===== src/rtl/avfd_pkg.sv =====
`timescale 1ns / 1ps
package avfd_pkg;

	localparam int AXIS_W          = 16;
	localparam int SQ_W            = 32;
	localparam int MAG_W           = 15;
	localparam int VAR_W           = 30;
	localparam int THR_W           = 31;
	localparam int HOLD_W          = 8;
	localparam int CFG_IDX_W       = 1;
	localparam int IN_DATA_W       = 48;
	localparam int OUT_DATA_W      = 64;
	localparam int WINDOW_SIZE_DEF = 5;

	localparam logic [THR_W-1:0]  THRESHOLD_RESET = THR_W'(5000000);
	localparam logic [HOLD_W-1:0] HOLD_RESET      = HOLD_W'(15);
	localparam logic [MAG_W-1:0]  MAG_MAX         = MAG_W'(32767);
	localparam logic [SQ_W-1:0]   SUMSQ_SAT       = SQ_W'(1) << (2 * MAG_W);

	typedef enum logic [CFG_IDX_W-1:0] {
		REG_THRESHOLD = 1'b0,
		REG_HOLD      = 1'b1
	} cfg_reg_t;

	typedef enum logic [3:0] {
		S_IDLE,
		S_SQUARE,
		S_ROOT_GO,
		S_ROOT,
		S_SUM,
		S_MEAN_GO,
		S_MEAN,
		S_VAR,
		S_VAR_GO,
		S_VAR_DIV,
		S_DONE
	} avfd_state_t;

endpackage


===== src/rtl/avfd_sqr.sv =====
`timescale 1ns / 1ps
module avfd_sqr
	import avfd_pkg::*;
(
	input  logic              clk,
	input  logic              arst_n,
	input  logic              start,
	input  logic [AXIS_W-1:0] a,
	output logic              done,
	output logic [SQ_W-1:0]   sq
);

	localparam int CNT_W = $clog2(AXIS_W + 1);

	logic [AXIS_W-1:0] mag_in;
	logic [AXIS_W-1:0] mplr_q;
	logic [SQ_W-1:0]   mcand_q;
	logic [SQ_W-1:0]   acc_q;
	logic [CNT_W-1:0]  cnt_q;
	logic              busy_q;
	logic              done_q;

	assign mag_in = a[AXIS_W-1] ? AXIS_W'(-a) : a;

	always_ff @(posedge clk or negedge arst_n) begin
		if (!arst_n) begin
			busy_q <= 1'b0;
			done_q <= 1'b0;
			cnt_q  <= '0;
		end else begin
			done_q <= 1'b0;
			if (start) begin
				busy_q <= 1'b1;
				cnt_q  <= '0;
			end else if (busy_q) begin
				cnt_q <= cnt_q + CNT_W'(1);
				if (cnt_q == CNT_W'(AXIS_W - 1)) begin
					busy_q <= 1'b0;
					done_q <= 1'b1;
				end
			end
		end
	end

	// one multiplier bit per cycle
	always_ff @(posedge clk) begin
		if (start) begin
			mplr_q  <= mag_in;
			mcand_q <= SQ_W'(mag_in);
			acc_q   <= '0;
		end else if (busy_q) begin
			if (mplr_q[0]) begin
				acc_q <= acc_q + mcand_q;
			end
			mcand_q <= {mcand_q[SQ_W-2:0], 1'b0};
			mplr_q  <= {1'b0, mplr_q[AXIS_W-1:1]};
		end
	end

	assign done = done_q;
	assign sq   = acc_q;

endmodule


===== src/rtl/avfd_isqrt.sv =====
`timescale 1ns / 1ps
module avfd_isqrt
	import avfd_pkg::*;
(
	input  logic               clk,
	input  logic               arst_n,
	input  logic               start,
	input  logic [2*MAG_W-1:0] n,
	output logic               done,
	output logic [MAG_W-1:0]   root
);

	localparam int REM_W = MAG_W + 2;
	localparam int X_W   = REM_W + 2;
	localparam int CNT_W = $clog2(MAG_W + 1);

	logic [2*MAG_W-1:0] n_q;
	logic [REM_W-1:0]   rem_q;
	logic [MAG_W-1:0]   root_q;
	logic [CNT_W-1:0]   cnt_q;
	logic               busy_q;
	logic               done_q;
	logic [X_W-1:0]     remx;
	logic [X_W-1:0]     trial;
	logic               ge;

	// bring in two bits of the radicand, try root bit one
	always_comb begin
		remx  = {rem_q, n_q[2*MAG_W-1 -: 2]};
		trial = {2'b00, root_q, 2'b01};
		ge    = remx >= trial;
	end

	always_ff @(posedge clk or negedge arst_n) begin
		if (!arst_n) begin
			busy_q <= 1'b0;
			done_q <= 1'b0;
			cnt_q  <= '0;
		end else begin
			done_q <= 1'b0;
			if (start) begin
				busy_q <= 1'b1;
				cnt_q  <= '0;
			end else if (busy_q) begin
				cnt_q <= cnt_q + CNT_W'(1);
				if (cnt_q == CNT_W'(MAG_W - 1)) begin
					busy_q <= 1'b0;
					done_q <= 1'b1;
				end
			end
		end
	end

	always_ff @(posedge clk) begin
		if (start) begin
			n_q    <= n;
			rem_q  <= '0;
			root_q <= '0;
		end else if (busy_q) begin
			n_q    <= {n_q[2*MAG_W-3:0], 2'b00};
			rem_q  <= ge ? REM_W'(remx - trial) : REM_W'(remx);
			root_q <= {root_q[MAG_W-2:0], ge};
		end
	end

	assign done = done_q;
	assign root = root_q;

endmodule


===== src/rtl/avfd_cdiv.sv =====
`timescale 1ns / 1ps
module avfd_cdiv
	import avfd_pkg::*;
#(
	parameter int NUM_W   = 33,
	parameter int DIVISOR = WINDOW_SIZE_DEF
) (
	input  logic             clk,
	input  logic             arst_n,
	input  logic             start,
	input  logic [NUM_W-1:0] num,
	output logic             done,
	output logic [NUM_W-1:0] quo
);

	localparam int REM_W = $clog2(DIVISOR) + 1;
	localparam int CNT_W = $clog2(NUM_W + 1);

	logic [NUM_W-1:0] work_q;
	logic [REM_W-1:0] rem_q;
	logic [CNT_W-1:0] cnt_q;
	logic             busy_q;
	logic             done_q;
	logic [REM_W-1:0] trial;
	logic             ge;

	always_comb begin
		trial = {rem_q[REM_W-2:0], work_q[NUM_W-1]};
		ge    = trial >= REM_W'(DIVISOR);
	end

	always_ff @(posedge clk or negedge arst_n) begin
		if (!arst_n) begin
			busy_q <= 1'b0;
			done_q <= 1'b0;
			cnt_q  <= '0;
		end else begin
			done_q <= 1'b0;
			if (start) begin
				busy_q <= 1'b1;
				cnt_q  <= '0;
			end else if (busy_q) begin
				cnt_q <= cnt_q + CNT_W'(1);
				if (cnt_q == CNT_W'(NUM_W - 1)) begin
					busy_q <= 1'b0;
					done_q <= 1'b1;
				end
			end
		end
	end

	// shift the dividend out at the top, the quotient in at the bottom
	always_ff @(posedge clk) begin
		if (start) begin
			work_q <= num;
			rem_q  <= '0;
		end else if (busy_q) begin
			work_q <= {work_q[NUM_W-2:0], ge};
			rem_q  <= ge ? REM_W'(trial - REM_W'(DIVISOR)) : trial;
		end
	end

	assign done = done_q;
	assign quo  = work_q;

endmodule


===== src/rtl/accel_variance_fall_detector.sv =====
`timescale 1ns / 1ps
// A new item is taken only once the result of the last one sits in the output register.
// The squarers, the root and the divider by WINDOW_SIZE are bit-serial; the divider (one
// quotient bit a cycle) is shared, used for both the mean and the variance.
// Reset clears the ring, write position, fall state and hold count, and loads the
// register defaults; there is no clearing pass.
module accel_variance_fall_detector
	import avfd_pkg::*;
#(
	parameter int WINDOW_SIZE = WINDOW_SIZE_DEF
) (
	input  logic                  clk,
	input  logic                  arst_n,
	input  logic                  s_tvalid,
	output logic                  s_tready,
	// accel_x [15:0], accel_y [31:16], accel_z [47:32]
	input  logic [IN_DATA_W-1:0]  s_tdata,
	output logic                  m_tvalid,
	input  logic                  m_tready,
	// magnitude [14:0], window_mean [29:15], window_variance [59:30],
	// falling [60], fall_alarm [61], zero [63:62]
	output logic [OUT_DATA_W-1:0] m_tdata,
	input  logic                  cfg_we,
	input  logic [CFG_IDX_W-1:0]  cfg_index,
	input  logic [THR_W-1:0]      cfg_data
);

	localparam int IDX_W = $clog2(WINDOW_SIZE);
	localparam int CNT_W = $clog2(WINDOW_SIZE + 2);
	localparam int SUM_W = MAG_W + $clog2(WINDOW_SIZE);
	localparam int ACC_W = 2 * MAG_W + $clog2(WINDOW_SIZE);

	avfd_state_t state_q, state_d;

	logic [THR_W-1:0]  thr_q;
	logic [HOLD_W-1:0] hold_ticks_q;
	logic [MAG_W-1:0]  ring_q [WINDOW_SIZE];
	logic [IDX_W-1:0]  pos_q;
	logic              fall_flag_q;
	logic [HOLD_W-1:0] hold_cnt_q;

	logic              accept;
	logic              sqx_done, sqy_done, sqz_done;
	logic [SQ_W-1:0]   sqx, sqy, sqz;
	logic [SQ_W-1:0]   sumsq_q;
	logic              sat;
	logic              root_start, root_done;
	logic [MAG_W-1:0]  root;
	logic              ring_we;
	logic [MAG_W-1:0]  ring_wdata;
	logic [MAG_W-1:0]  mag_q;
	logic [CNT_W-1:0]  cnt_q;
	logic [MAG_W-1:0]  rd_entry;
	logic [SUM_W-1:0]  sum_q;
	logic              div_start, div_done;
	logic [ACC_W-1:0]  div_num, quo;
	logic [MAG_W-1:0]  mean_q;
	logic [MAG_W-1:0]  d_s1;
	logic              v_s1;
	logic [2*MAG_W-1:0] prod_s2;
	logic              v_s2;
	logic [ACC_W-1:0]  acc_q;
	logic [ACC_W-1:0]  var_q;
	logic              load_out;
	logic              out_valid_q;
	logic [OUT_DATA_W-1:0] out_data_q;

	logic              fall_now;
	logic [HOLD_W-1:0] hold_inc;
	logic              flag_next;
	logic [HOLD_W-1:0] hold_next;
	logic              alarm;

	assign s_tready = state_q == S_IDLE;
	assign accept   = s_tvalid && s_tready;
	assign sat      = sumsq_q >= SUMSQ_SAT;

	avfd_sqr u_sqr_x (
		.clk(clk), .arst_n(arst_n), .start(accept),
		.a(s_tdata[AXIS_W-1:0]), .done(sqx_done), .sq(sqx)
	);

	avfd_sqr u_sqr_y (
		.clk(clk), .arst_n(arst_n), .start(accept),
		.a(s_tdata[2*AXIS_W-1:AXIS_W]), .done(sqy_done), .sq(sqy)
	);

	avfd_sqr u_sqr_z (
		.clk(clk), .arst_n(arst_n), .start(accept),
		.a(s_tdata[3*AXIS_W-1:2*AXIS_W]), .done(sqz_done), .sq(sqz)
	);

	avfd_isqrt u_isqrt (
		.clk(clk), .arst_n(arst_n), .start(root_start),
		.n(sumsq_q[2*MAG_W-1:0]), .done(root_done), .root(root)
	);

	avfd_cdiv #(
		.NUM_W(ACC_W),
		.DIVISOR(WINDOW_SIZE)
	) u_cdiv (
		.clk(clk), .arst_n(arst_n), .start(div_start),
		.num(div_num), .done(div_done), .quo(quo)
	);

	always_ff @(posedge clk or negedge arst_n) begin
		if (!arst_n) begin
			state_q <= S_IDLE;
		end else begin
			state_q <= state_d;
		end
	end

	always_comb begin
		state_d    = state_q;
		root_start = 1'b0;
		ring_we    = 1'b0;
		ring_wdata = sat ? MAG_MAX : root;
		div_start  = 1'b0;
		div_num    = acc_q;
		load_out   = 1'b0;
		unique case (state_q)
			S_IDLE: begin
				if (accept) begin
					state_d = S_SQUARE;
				end
			end
			S_SQUARE: begin
				if (sqx_done) begin
					state_d = S_ROOT_GO;
				end
			end
			S_ROOT_GO: begin
				if (sat) begin
					ring_we = 1'b1;
					state_d = S_SUM;
				end else begin
					root_start = 1'b1;
					state_d    = S_ROOT;
				end
			end
			S_ROOT: begin
				if (root_done) begin
					ring_we = 1'b1;
					state_d = S_SUM;
				end
			end
			S_SUM: begin
				if (cnt_q == CNT_W'(WINDOW_SIZE - 1)) begin
					state_d = S_MEAN_GO;
				end
			end
			S_MEAN_GO: begin
				div_start = 1'b1;
				div_num   = ACC_W'(sum_q);
				state_d   = S_MEAN;
			end
			S_MEAN: begin
				if (div_done) begin
					state_d = S_VAR;
				end
			end
			S_VAR: begin
				if (cnt_q == CNT_W'(WINDOW_SIZE + 1)) begin
					state_d = S_VAR_GO;
				end
			end
			S_VAR_GO: begin
				div_start = 1'b1;
				state_d   = S_VAR_DIV;
			end
			S_VAR_DIV: begin
				if (div_done) begin
					state_d = S_DONE;
				end
			end
			S_DONE: begin
				if (!out_valid_q || m_tready) begin
					load_out = 1'b1;
					state_d  = S_IDLE;
				end
			end
			default: begin
				state_d = S_IDLE;
			end
		endcase
	end

	always_ff @(posedge clk or negedge arst_n) begin
		if (!arst_n) begin
			thr_q        <= THRESHOLD_RESET;
			hold_ticks_q <= HOLD_RESET;
		end else if (cfg_we) begin
			unique case (cfg_reg_t'(cfg_index))
				REG_THRESHOLD: thr_q        <= cfg_data;
				REG_HOLD:      hold_ticks_q <= cfg_data[HOLD_W-1:0];
				default:       ;
			endcase
		end
	end

	always_ff @(posedge clk or negedge arst_n) begin
		if (!arst_n) begin
			for (int i = 0; i < WINDOW_SIZE; i++) begin
				ring_q[i] <= '0;
			end
			pos_q <= '0;
		end else if (ring_we) begin
			ring_q[pos_q] <= ring_wdata;
			pos_q <= (pos_q == IDX_W'(WINDOW_SIZE - 1)) ? '0 : pos_q + IDX_W'(1);
		end
	end

	assign rd_entry = (cnt_q < CNT_W'(WINDOW_SIZE)) ? ring_q[cnt_q[IDX_W-1:0]] : '0;

	always_ff @(posedge clk or negedge arst_n) begin
		if (!arst_n) begin
			cnt_q <= '0;
			v_s1  <= 1'b0;
			v_s2  <= 1'b0;
		end else begin
			cnt_q <= (state_q == S_SUM || state_q == S_VAR) ? cnt_q + CNT_W'(1) : '0;
			v_s1  <= state_q == S_VAR && cnt_q < CNT_W'(WINDOW_SIZE);
			v_s2  <= v_s1;
		end
	end

	always_ff @(posedge clk) begin
		if (state_q == S_SQUARE && sqx_done) begin
			sumsq_q <= sqx + sqy + sqz;
		end
		if (ring_we) begin
			mag_q <= ring_wdata;
		end
		if (state_q == S_ROOT_GO || state_q == S_ROOT) begin
			sum_q <= '0;
		end else if (state_q == S_SUM) begin
			sum_q <= sum_q + SUM_W'(rd_entry);
		end
		if (state_q == S_MEAN && div_done) begin
			mean_q <= quo[MAG_W-1:0];
		end
		d_s1    <= (rd_entry >= mean_q) ? rd_entry - mean_q : mean_q - rd_entry;
		prod_s2 <= (2*MAG_W)'(d_s1) * (2*MAG_W)'(d_s1);
		if (state_q == S_MEAN) begin
			acc_q <= '0;
		end else if (state_q == S_VAR && v_s2) begin
			acc_q <= acc_q + ACC_W'(prod_s2);
		end
		if (state_q == S_VAR_DIV && div_done) begin
			var_q <= quo;
		end
	end

	always_comb begin
		fall_now  = fall_flag_q || (var_q > ACC_W'(thr_q));
		hold_inc  = hold_cnt_q + HOLD_W'(1);
		flag_next = 1'b0;
		hold_next = hold_cnt_q;
		alarm     = 1'b0;
		if (fall_now) begin
			alarm     = hold_cnt_q == '0;
			flag_next = 1'b1;
			hold_next = hold_inc;
			if (hold_inc >= hold_ticks_q) begin
				flag_next = 1'b0;
				hold_next = '0;
			end
		end
	end

	always_ff @(posedge clk or negedge arst_n) begin
		if (!arst_n) begin
			fall_flag_q <= 1'b0;
			hold_cnt_q  <= '0;
			out_valid_q <= 1'b0;
		end else begin
			if (load_out) begin
				fall_flag_q <= flag_next;
				hold_cnt_q  <= hold_next;
				out_valid_q <= 1'b1;
			end else if (m_tready) begin
				out_valid_q <= 1'b0;
			end
		end
	end

	always_ff @(posedge clk) begin
		if (load_out) begin
			out_data_q <= {2'b00, alarm, flag_next, var_q[VAR_W-1:0], mean_q, mag_q};
		end
	end

	assign m_tvalid = out_valid_q;
	assign m_tdata  = out_data_q;

	a_lanes_aligned: assert property (@(posedge clk) disable iff (!arst_n)
		(sqx_done == sqy_done) && (sqx_done == sqz_done))
		else $error("squarer lanes out of step");

	a_hold_matches_flag: assert property (@(posedge clk) disable iff (!arst_n)
		fall_flag_q == (hold_cnt_q != '0))
		else $error("hold count and fall state disagree");

	a_result_from_done: assert property (@(posedge clk) disable iff (!arst_n)
		$rose(m_tvalid) |-> $past(state_q == S_DONE))
		else $error("result raised outside the finishing step");

	a_no_accept_busy: assert property (@(posedge clk) disable iff (!arst_n)
		accept |=> state_q == S_SQUARE && !sqx_done)
		else $error("item taken while a previous one is in flight");

endmodule

===== config.mk =====
export PLATFORM = sky130hd
export DESIGN_NAME = accel_variance_fall_detector
export DESIGN_NICKNAME = d
export VERILOG_FILES = /design/src/rtl/avfd_pkg.sv /design/src/rtl/avfd_sqr.sv /design/src/rtl/avfd_isqrt.sv /design/src/rtl/avfd_cdiv.sv /design/src/rtl/accel_variance_fall_detector.sv
export SDC_FILE = /design/constraint.sdc
export NUM_CORES = 2
export LEC_CHECK = 0
export ABC_AREA = 1
export BUFFER_PORTS_ARGS = -buffer_cell sky130_fd_sc_hd__buf_2
export CAP_MARGIN = 20
export CORE_MARGIN = 10
export CORE_UTILIZATION = 25
export CTS_CLUSTER_SIZE = 25
export DETAILED_ROUTE_END_ITERATION = 10
export GPL_ROUTABILITY_DRIVEN = 0
export PLACE_DENSITY_LB_ADDON = 0.12
export SETUP_SLACK_MARGIN = 0.5
export SLEW_MARGIN = 30
export SYNTH_ARGS = -nofsm -noshare
export SYNTH_HDL_FRONTEND = slang
export SYNTH_SLANG_ARGS = --single-unit

===== constraint.sdc =====
create_clock -name clk -period 12.7 [get_ports clk]
set_input_delay 0.635 -clock clk [delete_from_list [all_inputs] [get_ports clk]]
set_output_delay 0.635 -clock clk [all_outputs]
set_load 0.1 [all_outputs]

# Word-level counts from Yosys, hierarchy flattened
# Index checks and enable logic that the tools add are counted.
[classes] addsub=22 multipliers=1 n_lt_le_gt_ge=10 eq_ne=26 n_mux=90 bitwise=3 n_reduce_logical=28
[op_table] operator="$mux 16" count=15
[op_table] operator="$add 32x32->32" count=5
[op_table] operator="$mux 33" count=3
[op_table] operator="$mux 15" count=6
[op_table] operator="$bwmux 75" count=1
[op_table] operator="$mux 30" count=2
[op_table] operator="$neg 16->16" count=3
[op_table] operator="$bmux 15 s3" count=1
[op_table] operator="$demux 15 s3" count=1
[op_table] operator="$pmux 4 s11" count=1
[op_table] operator="$mux 4" count=10
[op_table] operator="$mux 1" count=35
[op_table] operator="$add 33x30->33" count=1
[op_table] operator="$gt 33x31->1" count=1
[op_table] operator="$ge 32x31->1 const B" count=1
[op_table] operator="$mul 15x15->30" count=1
[op_table] operator="$mux 5" count=6
[op_table] operator="$sub 15x15->15" count=2
[op_table] operator="$ge 19x17->1" count=1
[op_table] operator="$add 18x15->18" count=1
[op_table] operator="$mux 17" count=1
[op_table] operator="$sub 17x17->17" count=1
[op_table] operator="$eq 4x3->1 const B" count=4
[op_table] operator="$eq 4x4->1 const B" count=4
[op_table] operator="other kinds (34)" count=73
[totals] ff_bits=760 in_bits=85 output_inout_bits=66 word_cells=235

# Longest topological paths before layout
[logic_depth] ltp_word=7 depth_mapped=25 depth_no_buf=24

# Cells and area by module
# Synthesis repeated with hierarchy kept, for this count alone.
[unflattened] cells_unflattened=7007 area_unflattened_um2=52749.3
[modules_own_cells] mod="accel_variance_fall_detector" n_inst=1 cells_per_inst=3488 area_each_um2=28641.2 seq_area_each_um2=10034.6
[modules_own_cells] mod="avfd_sqr (u_sqr_x ...)" n_inst=2 cells_per_inst=928 area_each_um2=6000.8 seq_area_each_um2=2097.0
[modules_own_cells] mod="avfd_sqr (u_sqr_z)" n_inst=1 cells_per_inst=923 area_each_um2=6043.3 seq_area_each_um2=2097.0
[modules_own_cells] mod="avfd_isqrt" n_inst=1 cells_per_inst=523 area_each_um2=4046.4 seq_area_each_um2=1691.6
[modules_own_cells] mod="avfd_cdiv" n_inst=1 cells_per_inst=217 area_each_um2=2016.9 seq_area_each_um2=1251.2

# Worst setup path after synthesis
# No wires, ideal clock.
[synth_timing] path_kind="register -> register" from="register d_s1[12]" to="register prod_s2[25]" setup_time_ns=0.123 arrival_time_ns=5.312 required_ns=12.577 slack_ns=7.265 stages_incl_launch_ff=22 path_buffers=2 period_less_slack_ns=5.435 path_cell_list="dfxtp_1 clkbuf_1 clkbuf_1 nand2_1 fa_1 inv_1 fa_1 fa_1 fa_1 fa_1 inv_1 fa_1 inv_1 ha_1 nand2_1 o21ai_0 inv_1 nor2_1 nor2_1 nand3_1 a21oi_1 xor2_1"
[synth_via] elab_chain_len=1
[synth_rtl] element="start: declaration" line="accel_variance_fall_detector.sv:58" text="logic [MAG_W-1:0] d_s1;"
[synth_rtl] element="start signal: assignment" line="accel_variance_fall_detector.sv:243" text="d_s1 <= (rd_entry >= mean_q) ? rd_entry - mean_q : mean_q - rd_entry;"
[synth_rtl] element="$mul 15x15->30" line="accel_variance_fall_detector.sv:244" text="prod_s2 <= (2*MAG_W)'(d_s1) * (2*MAG_W)'(d_s1);"
[synth_rtl] element="end signal: assignment" line="accel_variance_fall_detector.sv:244"
[synth_rtl] element="end: declaration" line="accel_variance_fall_detector.sv:60" text="logic [2*MAG_W-1:0] prod_s2;"
# Every way passes these cells.
# A chain may end at the register's enable or synchronous reset.

# Worst setup path in the final report
[layout_timing] from="register d_s1[8]" to="register prod_s2[29]"
# Same word-level chain as after synthesis.

==> out/results.ini <==
[global_routing]
first_global_vias = 42189
antenna_found_initial = 5
track_usage_pct = 14.3
grt_max_degree = 130
overflow = 0
grt_pass1_wl_um = 252000

[floorplanning]
io_pins = 151
rows = 165
die_w_um = 472
core_area_um2 = 203000
initial_core_util_pct = 25.2
die_h_um = 472
die_area_um2 = 223000

[synthesis]
syn_inst = 6586
syn_area_per_cell_um2 = 7.76
ys_seq_area_share_pct = 37.6
ys.flop_type = edfxtp_1
async_flop_share_pct = 22.3
synth_seq_cells = 759
synthDistinctLibCells = 62
syn_area_um2 = 51100
yosysWarnings = 0
synth-edff-count = 316

[cts]
cts_max_path_buffers = 3
clk_pin_slew_worst_paths_ns = 0.06
cts_hold_buf = 1
cts_setup_buffers = 0
cts_sinks = 759
cts_tree = built
h-tree-depth = 3
cts-root-buf = clkbuf_16
cts_buffers = 94
clock_latency_ns = 0.73
cts_resized = 0

[route]
vias_per_cell = 4.43
drt_iter0_markers = 2483
post_drt_wl_per_cell_um = 17.2
routed_wl_um = 162000
num_vias = 41905
drc = 0
firstDrtPassIters = 6
ant_nets = 0

[worst_setup_path]
cpMostUsedCell = fa_1
endpoint_kind = flop
critPathSlowestCell = dfxtp_1
cp.arrival_ns = 6.56
critPathKind = reg -> reg
worstPathRequired_ns = 13.33
path_max_fanout = 15
slowest_delay_ns = 0.83
r2r_start = d_s1[8]$_DFF_P_
crit_chain = nand2_1, fa_1, fa_1, inv_1, fa_1, fa_1, fa_1, inv_1, fa_1, inv_1, ha_1, a21o_1, a31oi_1, nand2_1, nand2_1, nand3_1, a21oi_1, xor2_1
cp-startpoint = d_s1[8]$_DFF_P_
worst_setup_path_start_kind = flop
r2r_cells = 18

[sta]
rsz0062_at_grt = false
fin_tns_setup_ns = 0
min_period_ns = 5.93
fin_worst_skew_ns = 0.0346
hold_viol = 0
worst_pin_slew_ns = 0.997
fin_ws_ns = 6.77
clock.fmax_mhz = 169
slew_viol_final = 0
fin_crit_sh_pct = 46.7
hold_slack_ns = 0.151
finalSetupViolations = 0
slew_headroom_pct = 33.5

[outcome]
outcome = completed

[min_path]
hold_path.class = in -> reg
min_from = cfg_data[8]
hold_path_depth = 3

[flow_run]
maxCapViolCount = 0

[placed_design]
placed_area_um2 = 54800
io_buffer_count = 148
place_ws_ns = 6.70
hpwl_um = 127000

[final_layout]
drive_gt1_share_pct = 5.99
syn_to_final_growth_pct = 13.3
final_area_um2 = 57900
fin_nets = 7323

[layer usage]
layer  part of all wire, %  routed length (um)  GRT usage (%)
met5                     0                   0              0
met4                   2.9                4700           3.91
met3                   3.2                5170           2.01
met2                    47               75900           24.2
met1                    47               76600           18.9
[state kept, by name, summed over array words and instances (netlist names), 16 cells and up]
name,flops
u_sqr_z.mcand_q,32
u_sqr_z.mplr_q,16
u_sqr_x.sq,32
sumsq_q,32
acc_q,33
u_sqr_z.sq,32
u_sqr_y.mplr_q,16
u_isqrt.n_q,30
ring_q,75
u_cdiv.quo,33
u_sqr_x.mplr_q,16
u_sqr_x.mcand_q,32
u_sqr_y.mcand_q,32
var_q,33
prod_s2,29
thr_q,31
sum_q,18
u_sqr_y.sq,32
m_tdata,62
u_isqrt.rem_q,17
[kinds of logic after synthesis]
kind of cell,count (synthesis),share of synthesized area [%]
buf+inv,1286,9.68
fa+ha+maj,544,15.9
simple gates,2656,21.3
xor+xnor,167,2.86
other cells,1,0.00734
mux,1,0.0220
compound gates,1172,12.6
flops,759,37.6
[cell type report]
class                           count  area [um^2]
Inverter                         1109         4160
Clock buffer                      134         2620
Sequential cell                   759        19200
Multi-Input combinational cell   4542        27000
Tap cell                         2672         3340
Antenna cell                        2         5.00
Timing Repair Buffer              188         1070
Clock inverter                     44          465
Fill cell                       22071       145000
[layout by cell type (no fill, tap or decap), types with 7 or more instances in the layout]
| cell | netlist | routed |
|---|---|---|
| nand2_1 | 1631 | 1628 |
| inv_1 | 1097 | 1094 |
| o21ai_0 | 510 | 509 |
| nor2_1 | 501 | 498 |
| a21oi_1 | 433 | 433 |
| ha_1 | 369 | 369 |
| edfxtp_1 | 316 | 316 |
| nand3_1 | 315 | 315 |
| dfxtp_1 | 274 | 274 |
| fa_1 | 175 | 175 |
| dfrtp_1 | 157 | 157 |
| buf_2 | 42 | 147 |
| xor2_1 | 132 | 132 |
| clkbuf_16 | 0 | 95 |
| o21bai_1 | 74 | 74 |
| nor3_1 | 69 | 68 |
| nand4_1 | 59 | 59 |
| buf_4 | 11 | 37 |
| xnor2_1 | 35 | 35 |
| clkbuf_1 | 112 | 29 |
| a22oi_1 | 25 | 25 |
| o211ai_1 | 24 | 24 |
| a21o_1 | 23 | 23 |
| clkinv_1 | 4 | 18 |
| o21a_1 | 16 | 16 |
| nand3b_1 | 15 | 15 |
| or2_2 | 15 | 15 |
| nor4_1 | 14 | 14 |
| a21boi_0 | 13 | 13 |
| o21ai_1 | 11 | 12 |
| clkinv_2 | 0 | 12 |
| dfstp_2 | 12 | 12 |
| a21oi_2 | 11 | 11 |
| clkbuf_8 | 0 | 11 |
| a31oi_1 | 10 | 10 |
| inv_2 | 8 | 9 |
| and2_1 | 7 | 7 |
[path summary, 6_finish.rpt]
kind,to,slack (ns)
worst max-delay path,prod_s2[29]$_DFF_P_,6.77
worst min-delay path,thr_q[8]$_DFFE_PN1P_,0.15
worst max register to register,prod_s2[29]$_DFF_P_,6.77
worst min register to register,v_s2$_DFF_PN0_,0.36
max in group asynchronous,thr_q[28]$_DFFE_PN0P_,11.08
min in group asynchronous,hold_ticks_q[6]$_DFFE_PN0P_,0.47
[worst max-delay path, delay by kind of cell (launching register included)]
| kind | cells | cell delay (ns) |
|---|---|---|
| buffers and inverters | 3 | 0.16 |
| xor gates and xnor gates | 1 | 0.18 |
| adders and majority gates | 7 | 3.53 |
| AOI/OAI and AO/OA | 3 | 0.60 |
| DFF | 1 | 0.83 |
| and+or+nand+nor | 4 | 0.56 |
[stage by stage]
| stage | std cells | util (%) |
|---|---|---|
| floorplan | 6587 | - |
| global placement | 9269 | 27.0 |
| detailed placement | 9269 | 27.0 |
| CTS | 9448 | 28.5 |
| global route | 9449 | 28.5 |
| finish | 9450 | 28.6 |
[Yosys cell counts, drive strengths merged (11+ instances only)]
master  instances  area [um^2]
a21o           23          173
a31oi          11         83.8
o21a           16          120
nand2        1639         6190
o21ai         523         2630
a21boi         13         97.6
xnor2          35          307
dfxtp         274         5490
ha            369         4620
buf            59          330
nor3           76          428
dfrtp         157         3930
inv          1105         4150
edfxtp        316         9490
o211ai         24          180
a21oi         444         2260
nor2          504         1900
nand3         317         1600
xor2          132         1160
or2            16          100
o21bai         74          556
dfstp          12          315
nand4          59          369
nand3b         15          113
a22oi          25          188
nor4           14         87.6
clkbuf        118          450
fa            175         3500
Power is left out: the tool's default activity adds up to more than one toggle a clock period on the data nets, which glitch-free logic cannot reach.
